`config.mk`:
```
export PLATFORM = sky130hd
export DESIGN_NAME = length_prefixed_record_deframer_top_flat
export DESIGN_NICKNAME = d
export VERILOG_FILES = /design/src/lprd_pkg.sv /design/src/lprd_if.sv /design/src/lprd_parser.sv /design/src/lprd_result_queue.sv /design/src/length_prefixed_record_deframer_top.sv /design/src/flat_wrapper.sv
export SDC_FILE = /design/constraint.sdc
export NUM_CORES = 1
export LEC_CHECK = 0
export ABC_AREA = 1
export BUFFER_PORTS_ARGS = -buffer_cell sky130_fd_sc_hd__buf_2
export CORE_UTILIZATION = 35
export CTS_BUF_LIST = sky130_fd_sc_hd__clkbuf_8 sky130_fd_sc_hd__clkbuf_16
export DETAILED_ROUTE_END_ITERATION = 16
export PLACE_DENSITY = 0.56
export SLEW_MARGIN = 20
export SYNTH_ARGS = -nofsm -noshare
export SYNTH_HDL_FRONTEND = slang
export SYNTH_SLANG_ARGS = --single-unit
export TNS_END_PERCENT = 50
```
`constraint.sdc`:
```
create_clock -name clk_i -period 3.35 [get_ports clk_i]
set_input_delay 0.5025 -clock clk_i [delete_from_list [all_inputs] [get_ports clk_i]]
set_output_delay 0.5025 -clock clk_i [all_outputs]
set_load 0.01 [all_outputs]
```
`src/lprd_pkg.sv`:
```
`default_nettype none

package lprd_pkg;

  // Result kinds as seen on the output channel.
  typedef enum logic [1:0] {
    KIND_DATA      = 2'd0,
    KIND_EMPTY     = 2'd1,
    KIND_TRUNCATED = 2'd2,
    KIND_MALFORMED = 2'd3
  } kind_e;

  typedef enum logic [2:0] {
    PH_LENGTH  = 3'b001,
    PH_PAYLOAD = 3'b010,
    PH_DROP    = 3'b100
  } phase_e;

  localparam int unsigned QDepth   = 4;
  localparam int unsigned QPtrW    = $clog2(QDepth);
  localparam int unsigned QCountW  = $clog2(QDepth + 1);
  localparam int unsigned LenW     = 32;
  localparam int unsigned LenByteW = 3;

  localparam logic [7:0] ContMask    = 8'h80;
  localparam logic [7:0] Low7Mask    = 8'h7f;
  localparam int unsigned TopShift   = 28;
  localparam int unsigned DigitBits  = 7;
  localparam logic [LenByteW-1:0] LastLenByte = LenByteW'(4);

  typedef struct packed {
    kind_e           kind;
    logic [7:0]      payload;
    logic            record_last;
    logic [LenW-1:0] record_length;
  } result_t;

  // Up to two results per parsed byte, pushed into the result queue together.
  typedef struct packed {
    logic    v0;
    logic    v1;
    result_t r0;
    result_t r1;
  } push_t;

endpackage

`default_nettype wire

```
`src/lprd_if.sv`:
```
`default_nettype none

interface lprd_in_if;
  logic       valid;
  logic       ready;
  logic [7:0] data_byte;
  logic       end_of_buffer;

  modport source (output valid, output data_byte, output end_of_buffer, input ready);
  modport sink (input valid, input data_byte, input end_of_buffer, output ready);
endinterface

interface lprd_out_if;
  logic        valid;
  logic        ready;
  logic [1:0]  kind;
  logic [7:0]  payload;
  logic        record_last;
  logic [31:0] record_length;

  modport source (output valid, output kind, output payload, output record_last,
                  output record_length, input ready);
  modport sink (input valid, input kind, input payload, input record_last,
                input record_length, output ready);
endinterface

`default_nettype wire

```
`src/lprd_parser.sv`:
```
`default_nettype none

module lprd_parser (
  input  wire logic           clk_i,
  input  wire logic           rst_ni,
  lprd_in_if.sink             in_i,
  input  wire logic           space_ok_i,
  output lprd_pkg::push_t     push_o
);
  import lprd_pkg::*;

  logic       stage_valid_q;
  logic [7:0] stage_byte_q;
  logic       stage_eob_q;
  logic       fire;
  logic       in_fire;

  phase_e               phase_q, phase_d;
  logic [LenW-1:0]      acc_q, acc_d;
  logic [LenByteW-1:0]  cnt_q, cnt_d;
  logic [LenW-1:0]      remaining_q, remaining_d;
  logic [LenW-1:0]      cur_len_q, cur_len_d;

  logic [LenW-1:0] digit;
  logic [LenW-1:0] acc_new;
  logic            cont;
  push_t           push;

  assign fire      = stage_valid_q && space_ok_i;
  assign in_i.ready = !stage_valid_q || space_ok_i;
  assign in_fire   = in_i.valid && in_i.ready;

  always_ff @(posedge clk_i or negedge rst_ni) begin
    if (!rst_ni) begin
      stage_valid_q <= 1'b0;
    end else if (in_i.ready) begin
      stage_valid_q <= in_i.valid;
    end
  end

  always_ff @(posedge clk_i) begin
    if (in_fire) begin
      stage_byte_q <= in_i.data_byte;
      stage_eob_q  <= in_i.end_of_buffer;
    end
  end

  assign cont = (stage_byte_q & ContMask) != 8'h00;

  // The fifth length byte contributes only its low nibble at the top.
  always_comb begin
    digit = LenW'(stage_byte_q & Low7Mask);
    case (cnt_q[1:0])
      2'd0:    digit = digit;
      2'd1:    digit = digit << DigitBits;
      2'd2:    digit = digit << (2 * DigitBits);
      default: digit = digit << (3 * DigitBits);
    endcase
    if (cnt_q[2]) begin
      digit = LenW'(stage_byte_q[3:0]) << TopShift;
    end
    acc_new = acc_q | digit;
  end

  always_comb begin
    phase_d     = phase_q;
    acc_d       = acc_q;
    cnt_d       = cnt_q;
    remaining_d = remaining_q;
    cur_len_d   = cur_len_q;
    push        = '0;
    push.r0.kind = KIND_DATA;
    push.r1.kind = KIND_DATA;

    unique case (phase_q)
      PH_LENGTH: begin
        if (cnt_q >= LastLenByte && cont) begin
          push.v0      = 1'b1;
          push.r0.kind = KIND_MALFORMED;
          acc_d        = '0;
          cnt_d        = '0;
          phase_d      = stage_eob_q ? PH_LENGTH : PH_DROP;
        end else if (cont) begin
          acc_d = acc_new;
          cnt_d = cnt_q + LenByteW'(1);
          if (stage_eob_q) begin
            push.v0      = 1'b1;
            push.r0.kind = KIND_TRUNCATED;
            acc_d        = '0;
            cnt_d        = '0;
          end
        end else begin
          acc_d = '0;
          cnt_d = '0;
          if (acc_new == '0) begin
            push.v0             = 1'b1;
            push.r0.kind        = KIND_EMPTY;
            push.r0.record_last = 1'b1;
          end else if (stage_eob_q) begin
            push.v0               = 1'b1;
            push.r0.kind          = KIND_TRUNCATED;
            push.r0.record_length = acc_new;
          end else begin
            phase_d     = PH_PAYLOAD;
            remaining_d = acc_new;
            cur_len_d   = acc_new;
          end
        end
      end
      PH_PAYLOAD: begin
        push.v0               = 1'b1;
        push.r0.kind          = KIND_DATA;
        push.r0.payload       = stage_byte_q;
        push.r0.record_length = cur_len_q;
        if (remaining_q <= LenW'(1)) begin
          push.r0.record_last = 1'b1;
          phase_d             = PH_LENGTH;
        end else begin
          remaining_d = remaining_q - LenW'(1);
          if (stage_eob_q) begin
            // Record cut off by the end of the buffer: report after the byte.
            push.v1               = 1'b1;
            push.r1.kind          = KIND_TRUNCATED;
            push.r1.record_length = cur_len_q;
            phase_d               = PH_LENGTH;
          end
        end
      end
      default: begin
        if (stage_eob_q) begin
          phase_d = PH_LENGTH;
          acc_d   = '0;
          cnt_d   = '0;
        end
      end
    endcase

    if (!fire) begin
      push.v0 = 1'b0;
      push.v1 = 1'b0;
    end
  end

  assign push_o = push;

  always_ff @(posedge clk_i or negedge rst_ni) begin
    if (!rst_ni) begin
      phase_q     <= PH_LENGTH;
      acc_q       <= '0;
      cnt_q       <= '0;
      remaining_q <= '0;
      cur_len_q   <= '0;
    end else if (fire) begin
      phase_q     <= phase_d;
      acc_q       <= acc_d;
      cnt_q       <= cnt_d;
      remaining_q <= remaining_d;
      cur_len_q   <= cur_len_d;
    end
  end

endmodule

`default_nettype wire

```
`src/lprd_result_queue.sv`:
```
`default_nettype none

module lprd_result_queue (
  input  wire logic       clk_i,
  input  wire logic       rst_ni,
  input  lprd_pkg::push_t push_i,
  output logic            space_ok_o,
  lprd_out_if.source      out_o
);
  import lprd_pkg::*;

  result_t            entries_q [QDepth];
  logic [QPtrW-1:0]   wr_ptr_q;
  logic [QPtrW-1:0]   rd_ptr_q;
  logic [QCountW-1:0] count_q;
  logic [QPtrW-1:0]   wr_ptr_next;
  logic               pop;
  logic [1:0]         n_push;
  result_t            head;

  assign wr_ptr_next = wr_ptr_q + QPtrW'(1);
  assign pop         = out_o.valid && out_o.ready;
  assign n_push      = {1'b0, push_i.v0} + {1'b0, push_i.v1};
  // Room for a full pair of results is required before a byte is parsed.
  assign space_ok_o  = count_q <= QCountW'(QDepth - 2);

  always_ff @(posedge clk_i) begin
    if (push_i.v0) begin
      entries_q[wr_ptr_q] <= push_i.r0;
    end
    if (push_i.v1) begin
      entries_q[wr_ptr_next] <= push_i.r1;
    end
  end

  always_ff @(posedge clk_i or negedge rst_ni) begin
    if (!rst_ni) begin
      wr_ptr_q <= '0;
      rd_ptr_q <= '0;
      count_q  <= '0;
    end else begin
      wr_ptr_q <= wr_ptr_q + QPtrW'(n_push);
      if (pop) begin
        rd_ptr_q <= rd_ptr_q + QPtrW'(1);
      end
      count_q <= count_q + QCountW'(n_push) - QCountW'(pop);
    end
  end

  assign head                = entries_q[rd_ptr_q];
  assign out_o.valid         = count_q != '0;
  assign out_o.kind          = head.kind;
  assign out_o.payload       = head.payload;
  assign out_o.record_last   = head.record_last;
  assign out_o.record_length = head.record_length;

endmodule

`default_nettype wire

```
`src/length_prefixed_record_deframer_top.sv`:
```
// Length-prefixed record deframer.
// Input channel in_i carries one buffer byte per beat with an end_of_buffer
// flag on the last byte. Output channel out_o carries result beats: payload
// bytes tagged with their record length and a last mark, empty-record marks,
// and truncation or malformed-length errors.
// An accepted byte is held in an input register, parsed there, and its
// results are written into a four-entry result queue. The first result is
// presented on out_o once it has passed the input register and has been
// written into the queue.
// One byte is accepted per cycle in steady state while the queue has room
// for two results. A byte that ends a buffer in the middle of a payload
// yields two result beats, which drain from the queue one per cycle while
// the receiver is ready. The parser advances only when the queue has room
// for two results, so a stalled receiver fills the queue and then deasserts
// in_i.ready. Reset clears the queue and returns the parser to the start of
// a length prefix; results still queued at reset are discarded.
`default_nettype none

module length_prefixed_record_deframer_top (
  input  wire logic  clk_i,
  input  wire logic  rst_ni,
  lprd_in_if.sink    in_i,
  lprd_out_if.source out_o
);
  import lprd_pkg::*;

  push_t push;
  logic  space_ok;

  lprd_parser u_parser (
    .clk_i      (clk_i),
    .rst_ni     (rst_ni),
    .in_i       (in_i),
    .space_ok_i (space_ok),
    .push_o     (push)
  );

  lprd_result_queue u_queue (
    .clk_i      (clk_i),
    .rst_ni     (rst_ni),
    .push_i     (push),
    .space_ok_o (space_ok),
    .out_o      (out_o)
  );

endmodule

`default_nettype wire

```
`src/flat_wrapper.sv`:
```
// flat-port wrapper written by rule: the top's interface ports become plain ports
module length_prefixed_record_deframer_top_flat import lprd_pkg::*;
  (clk_i, rst_ni, in_i_valid, in_i_data_byte, in_i_end_of_buffer, in_i_ready, out_o_valid, out_o_kind, out_o_payload, out_o_record_last, out_o_record_length, out_o_ready);
  lprd_in_if in_i_i ();
  lprd_out_if out_o_i ();
  input  wire logic clk_i;
  input  wire logic rst_ni;
  input wire logic [$bits(in_i_i.valid)-1:0] in_i_valid;
  input wire logic [$bits(in_i_i.data_byte)-1:0] in_i_data_byte;
  input wire logic [$bits(in_i_i.end_of_buffer)-1:0] in_i_end_of_buffer;
  output wire logic [$bits(in_i_i.ready)-1:0] in_i_ready;
  output wire logic [$bits(out_o_i.valid)-1:0] out_o_valid;
  output wire logic [$bits(out_o_i.kind)-1:0] out_o_kind;
  output wire logic [$bits(out_o_i.payload)-1:0] out_o_payload;
  output wire logic [$bits(out_o_i.record_last)-1:0] out_o_record_last;
  output wire logic [$bits(out_o_i.record_length)-1:0] out_o_record_length;
  input wire logic [$bits(out_o_i.ready)-1:0] out_o_ready;
  assign in_i_i.valid = in_i_valid;
  assign in_i_i.data_byte = in_i_data_byte;
  assign in_i_i.end_of_buffer = in_i_end_of_buffer;
  assign in_i_ready = in_i_i.ready;
  assign out_o_valid = out_o_i.valid;
  assign out_o_kind = out_o_i.kind;
  assign out_o_payload = out_o_i.payload;
  assign out_o_record_last = out_o_i.record_last;
  assign out_o_record_length = out_o_i.record_length;
  assign out_o_i.ready = out_o_ready;
  length_prefixed_record_deframer_top u_core (.clk_i(clk_i), .rst_ni(rst_ni), .in_i(in_i_i), .out_o(out_o_i));
endmodule
```
Yosys cells after proc, flatten, opt, wreduce, memory -nomap -nowiden
Memories as Yosys holds them, arrays and structs flattened.
Index checks and enable logic that the tools add are counted.
{ "word_totals": {"wordCells": 112, "regBits": 119, "mem_bits_ro": 0, "latchBits": 0, "mem_bits_rw": 172, "out_inout_bits": 45, "memories": 1} }
{ "op_classes": {"addsub": 8, "mul": 0, "div_mod_pow": 0, "order_cmp": 3, "bitwise_logic": 6, "n_reduce_logical": 15, "eq_ne": 12, "n_mux": 56, "n_shift": 0} }
{ "mem_list": {"columns": ["name", "words", "word_bits", "rd", "rd_clocked_by_memory_dff", "wr", "line", "text"], "rows": [
  ["u_core.u_queue.entries_q", 4, 43, 1, 0, 2, "lprd_result_queue.sv:12", "result_t entries_q [QDepth];"]
]} }
{ "ops": {"columns": ["operator", "count"], "rows": [
  ["2-to-1 mux 32 bit", 15],
  ["case mux 32 bit (2 select lines)", 2],
  ["case mux 28 bit (3 select lines)", 1],
  ["2-to-1 mux 33 bit", 2],
  ["case mux 33 bit (2 select lines)", 1],
  ["2-to-1 mux 3 bit", 11],
  ["less-or-equal comparator 32 x 1 -> 1 bit, second input constant", 1],
  ["zero test 32 bit", 1],
  ["OR 32 bit", 1],
  ["subtractor 32 x 1 -> 32 bit, second input constant", 1],
  ["2-to-1 mux 2 bit", 8],
  ["2-to-1 mux 1 bit", 12],
  ["case mux 3 bit (2 select lines)", 2],
  ["!= test 2 bit, second input constant", 5],
  ["!= test 3 bit, second input constant", 3],
  ["2-to-1 mux 8 bit", 1],
  ["AND reduction 7 bit", 1],
  ["AND reduction 6 bit", 1],
  ["NOT 1 bit", 5],
  ["adder 2 x 1 -> 2 bit, second input constant", 2],
  ["logical AND 1 bit", 4],
  ["AND reduction 4 bit", 1],
  ["nonzero test 2 bit", 2],
  ["adder 3 x 1 -> 3 bit, second input constant", 1],
  ["16 further kinds", 16]
]} }

Depth between registers and ports, before layout
{ "logic_depth": {"ltp_word": 13, "depth_mapped": 22, "depth_no_buf": 22} }

By module
From an unflattened synthesis, not the netlist that was laid out.
{ "unflattened": {"hier_cells": 2019, "hier_area_um2": 15920.3} }
{ "modules_own_cells": {"columns": ["mod", "cells_each", "n_inst", "seq_area_each_um2", "area_per_inst_um2"], "rows": [
  ["lprd_result_queue", 1029, 1, 5340.1, 9061.2],
  ["lprd_parser", 990, 1, 2849.0, 6859.1]
]} }

Least setup slack after synthesis
Ideal clock, no wire load.
{ "synth_timing": {"path_kind": "reg-to-reg", "startpoint": "register u_core.u_parser.cnt_q[0]", "endpoint": "register u_core.u_queue.count_q[2]", "t_required_ns": 3.221, "stages_incl_launch_ff": 21, "t_arrival_ns": 3.190, "setup_ns": 0.129, "slack_ns": 0.031, "cell_sequence": "dfrtp_1 > inv_1 > ha_1 > inv_1 > o21ai_0 > nor2_1 > nand3_1 > nor2_4 > nand3_4 > nand3_4 > nand2_1 > inv_1 > ha_1 > inv_1 > ha_1 > inv_1 > ha_1 > inv_1 > fa_1 > xnor2_1 > xor2_1"} }
{ "synth_via": {"elab_chain_len": 13} }
{ "synth_rtl": {"columns": ["item", "line", "text"], "rows": [
  ["start, declared", "lprd_parser.sv:20", "logic [LenByteW-1:0] cnt_q, cnt_d;"],
  ["start signal, assigned", "lprd_parser.sv:156", "cnt_q <= cnt_d;"],
  ["== test 2 bit, or another cell as far along", "lprd_parser.sv:53", "case (cnt_q[1:0])"],
  ["case mux 28 bit (3 select lines)", "lprd_parser.sv:53", null],
  ["2-to-1 mux 32 bit", "lprd_parser.sv:59", "if (cnt_q[2]) begin"],
  ["OR 32 bit", "lprd_parser.sv:62", "acc_new = acc_q | digit;"],
  ["zero test 32 bit", "lprd_parser.sv:95", "if (acc_new == '0) begin"],
  ["2-to-1 mux 1 bit", "lprd_parser.sv:95", null],
  ["2-to-1 mux 1 bit", "lprd_parser.sv:83", "end else if (cont) begin"],
  ["2-to-1 mux 1 bit *", "lprd_parser.sv:77", "if (cnt_q >= LastLenByte && cont) begin"],
  ["case mux 1 bit (2 select lines) *", "lprd_parser.sv:75", "unique case (phase_q)"],
  ["2-to-1 mux 2 bit *", "lprd_parser.sv:138", "if (!fire) begin"],
  ["adder 1 x 1 -> 2 bit *", "lprd_result_queue.sv:23", "assign n_push = {1'b0, push_i.v0} + {1'b0, push_i.v1};"],
  ["adder 3 x 2 -> 3 bit *", "lprd_result_queue.sv:46", "count_q <= count_q + QCountW'(n_push) - QCountW'(pop);"],
  ["subtractor 3 x 1 -> 3 bit *", "lprd_result_queue.sv:46", null],
  ["end signal, assigned", "lprd_result_queue.sv:46", null],
  ["end, declared", "lprd_result_queue.sv:15", "logic [QCountW-1:0] count_q;"]
]} }
Mark *: on every way between the ends. The rest lies on a longest branch, timed or not.
A chain may end at the register's enable or synchronous reset.

Worst setup path in the final report
Ends and elaborated chain as after synthesis.

==> impl_metrics.json <==
{
  "clkSinkCount": 291,
  "die_area_um2": 42900,
  "hold_path.class": "input pin to asynchronous set/reset pin",
  "fp-row-count": 74,
  "worstPathArrival_ns": 3.62,
  "fin_hold_ws_ns": 0.01954,
  "num_cts_buffers": 35,
  "finalHoldViolations": 0,
  "grt_first_pass_wirelength_mm": 67.54,
  "multi_input_area_um2": 5989,
  "intPower_mw": 8.745,
  "p_sw_mw": 6.097,
  "power.ir.vdd_worst_mv": 0.3619,
  "final_cell_area_um2": 17380,
  "routed_len_inst_um": 17.73,
  "power.total_mw": 14.84,
  "min_period_over_period_pct": 96.43,
  "average_footprint_of_a_synthesized_cell_um2": 8.250,
  "critical_path_required_ns": 3.74,
  "maximum_number_of_pins_on_one_net_before_global_route_repair": 98,
  "post_synthesis_cell_area_um2": 14730,
  "first_global_vias": 11730,
  "antenna_found_initial": 0,
  "ctsRootBufferMaster": "sky130_fd_sc_hd__clkbuf_16",
  "finish.net_count": 1916,
  "netlist-cell-type-count": 49,
  "dr_pass1_iterations": 6,
  "max-clock-path-buffers": 3,
  "p_sw_share_pct": 41.08,
  "total_half_perimeter_wirelength_after_legalization_and_detailed_placement_mm": 29.18,
  "place.port_buffers": 57,
  "tritoncts_clock_tree": "done",
  "antenna-diode-count": 0,
  "crit_path_max_fanout": 7,
  "final_period_minus_worst_setup_slack_ns": 3.230,
  "proportion_of_power_drawn_by_flip_flops_and_latches_pct": 34.1,
  "clock_tree.htree_level_count": 2,
  "grt.overflow.total": 0,
  "slew_viol_final": 0,
  "area_added_between_synthesis_and_finish_pct": 18.06,
  "synth_fp_nets": 1811,
  "drt_wl_total_mm": 43.40,
  "post-route-drc-count": 0,
  "cts_hold_buffers": 0,
  "max_cap_viol_count": 0,
  "initial_core_util_pct": 35.74,
  "yosysWarnings": 0,
  "die_height_um": 207.1,
  "seq_area_frac_synth_pct": 52.89,
  "power_density_nw_per_um2": 853.7,
  "clk_pin_slew_worst_setup_hold_paths_ns": 0.05,
  "placed_instance_area_um2": 16000,
  "outcome": "finished clean",
  "worstSkewPairLatency_ns": 0.52,
  "viasPerCell": 5.071,
  "netlist_instances": 1785,
  "worst_setup_path_end_kind": "register",
  "maxClockFrequency_mhz": 309.6,
  "seqCellArea_um2": 7792,
  "ys_ff_latch": 291,
  "chipWidth_um": 207.1,
  "max_slew.worst_pin.slew_ns": 0.8281,
  "timing.clock.skew_ns": 0.01788,
  "timing.final.setup_violations": 0,
  "fillCellCount": 4068,
  "timing_worst_setup_path_type": "register to register",
  "most-common-layout-cells": "sky130_fd_sc_hd__nor2_1 (362), sky130_fd_sc_hd__nand2_1 (306), sky130_fd_sc_hd__o21ai_0 (181)",
  "antenna_violating_nets_left": 0,
  "top_level_ports": 58,
  "power_leakage_nw": 7.515,
  "layout_commonest_cell": "sky130_fd_sc_hd__nor2_1",
  "clock_power_share_pct": 24.3,
  "regToRegSetupSlack_ns": 0.12,
  "setup.worst_path.start_class": "register",
  "share_comb_of_total_power_pct": 41.6,
  "detail_route.iter0.violations": 1089,
  "synth_top_flop_cell": "sky130_fd_sc_hd__edfxtp_1",
  "fin_setup_tns_ns": 0,
  "synth_edf_count": 141,
  "post_route_cells_drive_above_1_share_pct": 15.97,
  "track_usage_pct": 20.03,
  "gp_congestion": 0.8796,
  "asyncSetResetFlopFracSynth_pct": 37.80,
  "coreArea_um2": 41200,
  "detailroute.via_count": 12410,
  "relSlewSlack_pct": 44.79
}
## worst paths after layout
path,from,end,depth (start not counted)
max reg2reg,u_core.u_parser.cnt_q[0]$_DFFE_PN0P_,u_core.u_queue.count_q[2]$_DFF_PN0_,22
max,u_core.u_parser.cnt_q[0]$_DFFE_PN0P_,u_core.u_queue.count_q[2]$_DFF_PN0_,22
max in group asynchronous,rst_ni,u_core.u_parser.cur_len_q[31]$_DFFE_PN0P_,2
min in group clk_i,in_i_data_byte[2],u_core.u_parser.stage_byte_q[2]$_DFFE_PP_,1
min reg2reg,u_core.u_parser.cur_len_q[14]$_DFFE_PN0P_,u_core.u_parser.cur_len_q[14]$_DFFE_PN0P_,2
min,rst_ni,u_core.u_parser.acc_q[9]$_DFFE_PN0P_,1
## cells by family after synthesis
| family | after synthesis | share of synthesized area [%] |
|---|---|---|
| buf+inv | 278 | 7.894 |
| flops | 291 | 52.89 |
| fa+ha+maj | 13 | 1.156 |
| simple gates | 813 | 22.94 |
| mux | 5 | 0.3654 |
| compound gates | 362 | 13.38 |
| xor+xnor | 23 | 1.368 |
## registers in the layout, summed over array words and instances, names as in the netlist
register and cells:
u_core.u_queue.count_q 3, u_core.u_queue.wr_ptr_q 2, u_core.u_parser.stage_valid_q 1, u_core.u_parser.stage_byte_q 8, u_core.u_parser.stage_eob_q 1, u_core.u_parser.remaining_q 32, u_core.u_parser.cnt_q 3, u_core.u_queue.entries_q 172
u_core.u_parser.cur_len_q 32, u_core.u_parser.phase_q 3, u_core.u_queue.rd_ptr_q 2, u_core.u_parser.acc_q 32
## worst max-delay path: stages, from the launching register on
cell and delay, ns:
sky130_fd_sc_hd__dfrtp_2 0.47, sky130_fd_sc_hd__inv_4 0.07, sky130_fd_sc_hd__ha_2 0.21, sky130_fd_sc_hd__nand2_4 0.09
sky130_fd_sc_hd__inv_4 0.06, sky130_fd_sc_hd__a21oi_2 0.15, sky130_fd_sc_hd__nand2_1 0.08, sky130_fd_sc_hd__nor2_2 0.12
sky130_fd_sc_hd__nand2_2 0.07, sky130_fd_sc_hd__nor2_4 0.11, sky130_fd_sc_hd__nand3_4 0.10, sky130_fd_sc_hd__nand3_4 0.07
sky130_fd_sc_hd__nand2_2 0.05, sky130_fd_sc_hd__inv_2 0.08, sky130_fd_sc_hd__ha_4 0.20, sky130_fd_sc_hd__inv_2 0.04
sky130_fd_sc_hd__ha_1 0.21, sky130_fd_sc_hd__inv_1 0.06, sky130_fd_sc_hd__ha_2 0.16, sky130_fd_sc_hd__inv_2 0.04
sky130_fd_sc_hd__fa_2 0.39, sky130_fd_sc_hd__xnor2_2 0.14, sky130_fd_sc_hd__xor2_1 0.14
## power by group through the flow
stage / sequential, mW / clock (mW) / combinational, mW
detailed placement: 5.09 / 0 / 5.94
global route: 5.14 / 3.83 / 6.89
floorplan: 4.93 / 0 / 3.83
global placement: 5.08 / 0 / 5.88
finish: 5.06 / 3.60 / 6.18
CTS: 5.03 / 3.68 / 6.00
## timing repair
| action | CTS | global route |
|---|---|---|
| resized for setup | 7 | 59 |
| endpoints found under the setup margin | 1 | 2 |
| pin swaps | 5 | 26 |
| buffers inserted | 0 | 10 |
## stage by stage
step / util (%) / instances / setup slack [ns]
after global routing: 42.19 / 2448 / -0.03097
after floorplan: - / 1785 / 0.03145
final: 42.19 / 2448 / 0.1196
after global placement: 38.83 / 2376 / 0.03355
after detailed placement: 38.83 / 2376 / -0.04460
after CTS: 41.54 / 2439 / 0.04436
## synth_stat cells, types with 3 or more instances
cell	count	area share (%)
sky130_fd_sc_hd__a21oi_1	84	2.9
sky130_fd_sc_hd__a31oi_1	3	0.13
sky130_fd_sc_hd__buf_1	4	0.10
sky130_fd_sc_hd__buf_2	31	1.1
sky130_fd_sc_hd__buf_6	9	0.69
sky130_fd_sc_hd__clkbuf_1	45	1.1
sky130_fd_sc_hd__clkinv_1	4	0.10
sky130_fd_sc_hd__dfrtp_1	109	19
sky130_fd_sc_hd__dfxtp_1	40	5.4
sky130_fd_sc_hd__edfxtp_1	141	29
sky130_fd_sc_hd__ha_1	12	1.0
sky130_fd_sc_hd__inv_1	176	4.5
sky130_fd_sc_hd__inv_2	5	0.13
sky130_fd_sc_hd__mux2_2	3	0.23
sky130_fd_sc_hd__nand2_1	318	8.1
sky130_fd_sc_hd__nand2_2	6	0.25
sky130_fd_sc_hd__nand3_1	48	1.6
sky130_fd_sc_hd__nand3_2	3	0.20
sky130_fd_sc_hd__nand3_4	5	0.59
sky130_fd_sc_hd__nand4_1	25	1.1
sky130_fd_sc_hd__nor2_1	378	9.6
sky130_fd_sc_hd__nor2_2	14	0.59
sky130_fd_sc_hd__nor2_4	4	0.31
sky130_fd_sc_hd__nor3_1	7	0.24
sky130_fd_sc_hd__o21a_1	3	0.15
sky130_fd_sc_hd__o21ai_0	183	6.2
sky130_fd_sc_hd__o21ai_1	7	0.24
sky130_fd_sc_hd__o22ai_1	60	2.5
sky130_fd_sc_hd__o41ai_1	10	0.59
sky130_fd_sc_hd__xnor2_1	15	0.89
sky130_fd_sc_hd__xor2_1	8	0.48
## cell type report
type | count | area share (%)
Clock inverter | 23 | 0.7917
Tap cell | 532 | 3.829
Timing Repair Buffer | 159 | 6.492
Inverter | 187 | 4.110
Clock buffer | 40 | 5.499
Sequential cell | 291 | 44.83
Multi-Input combinational cell | 1216 | 34.45
## routing by layer
metal	track usage, %	routed length (µm)
met5	0	0
met4	4.786	788
met3	3.229	2691
met2	31.71	19850
met1	28.61	20080
No activity file was read; power rests on OpenSTA's default activity.
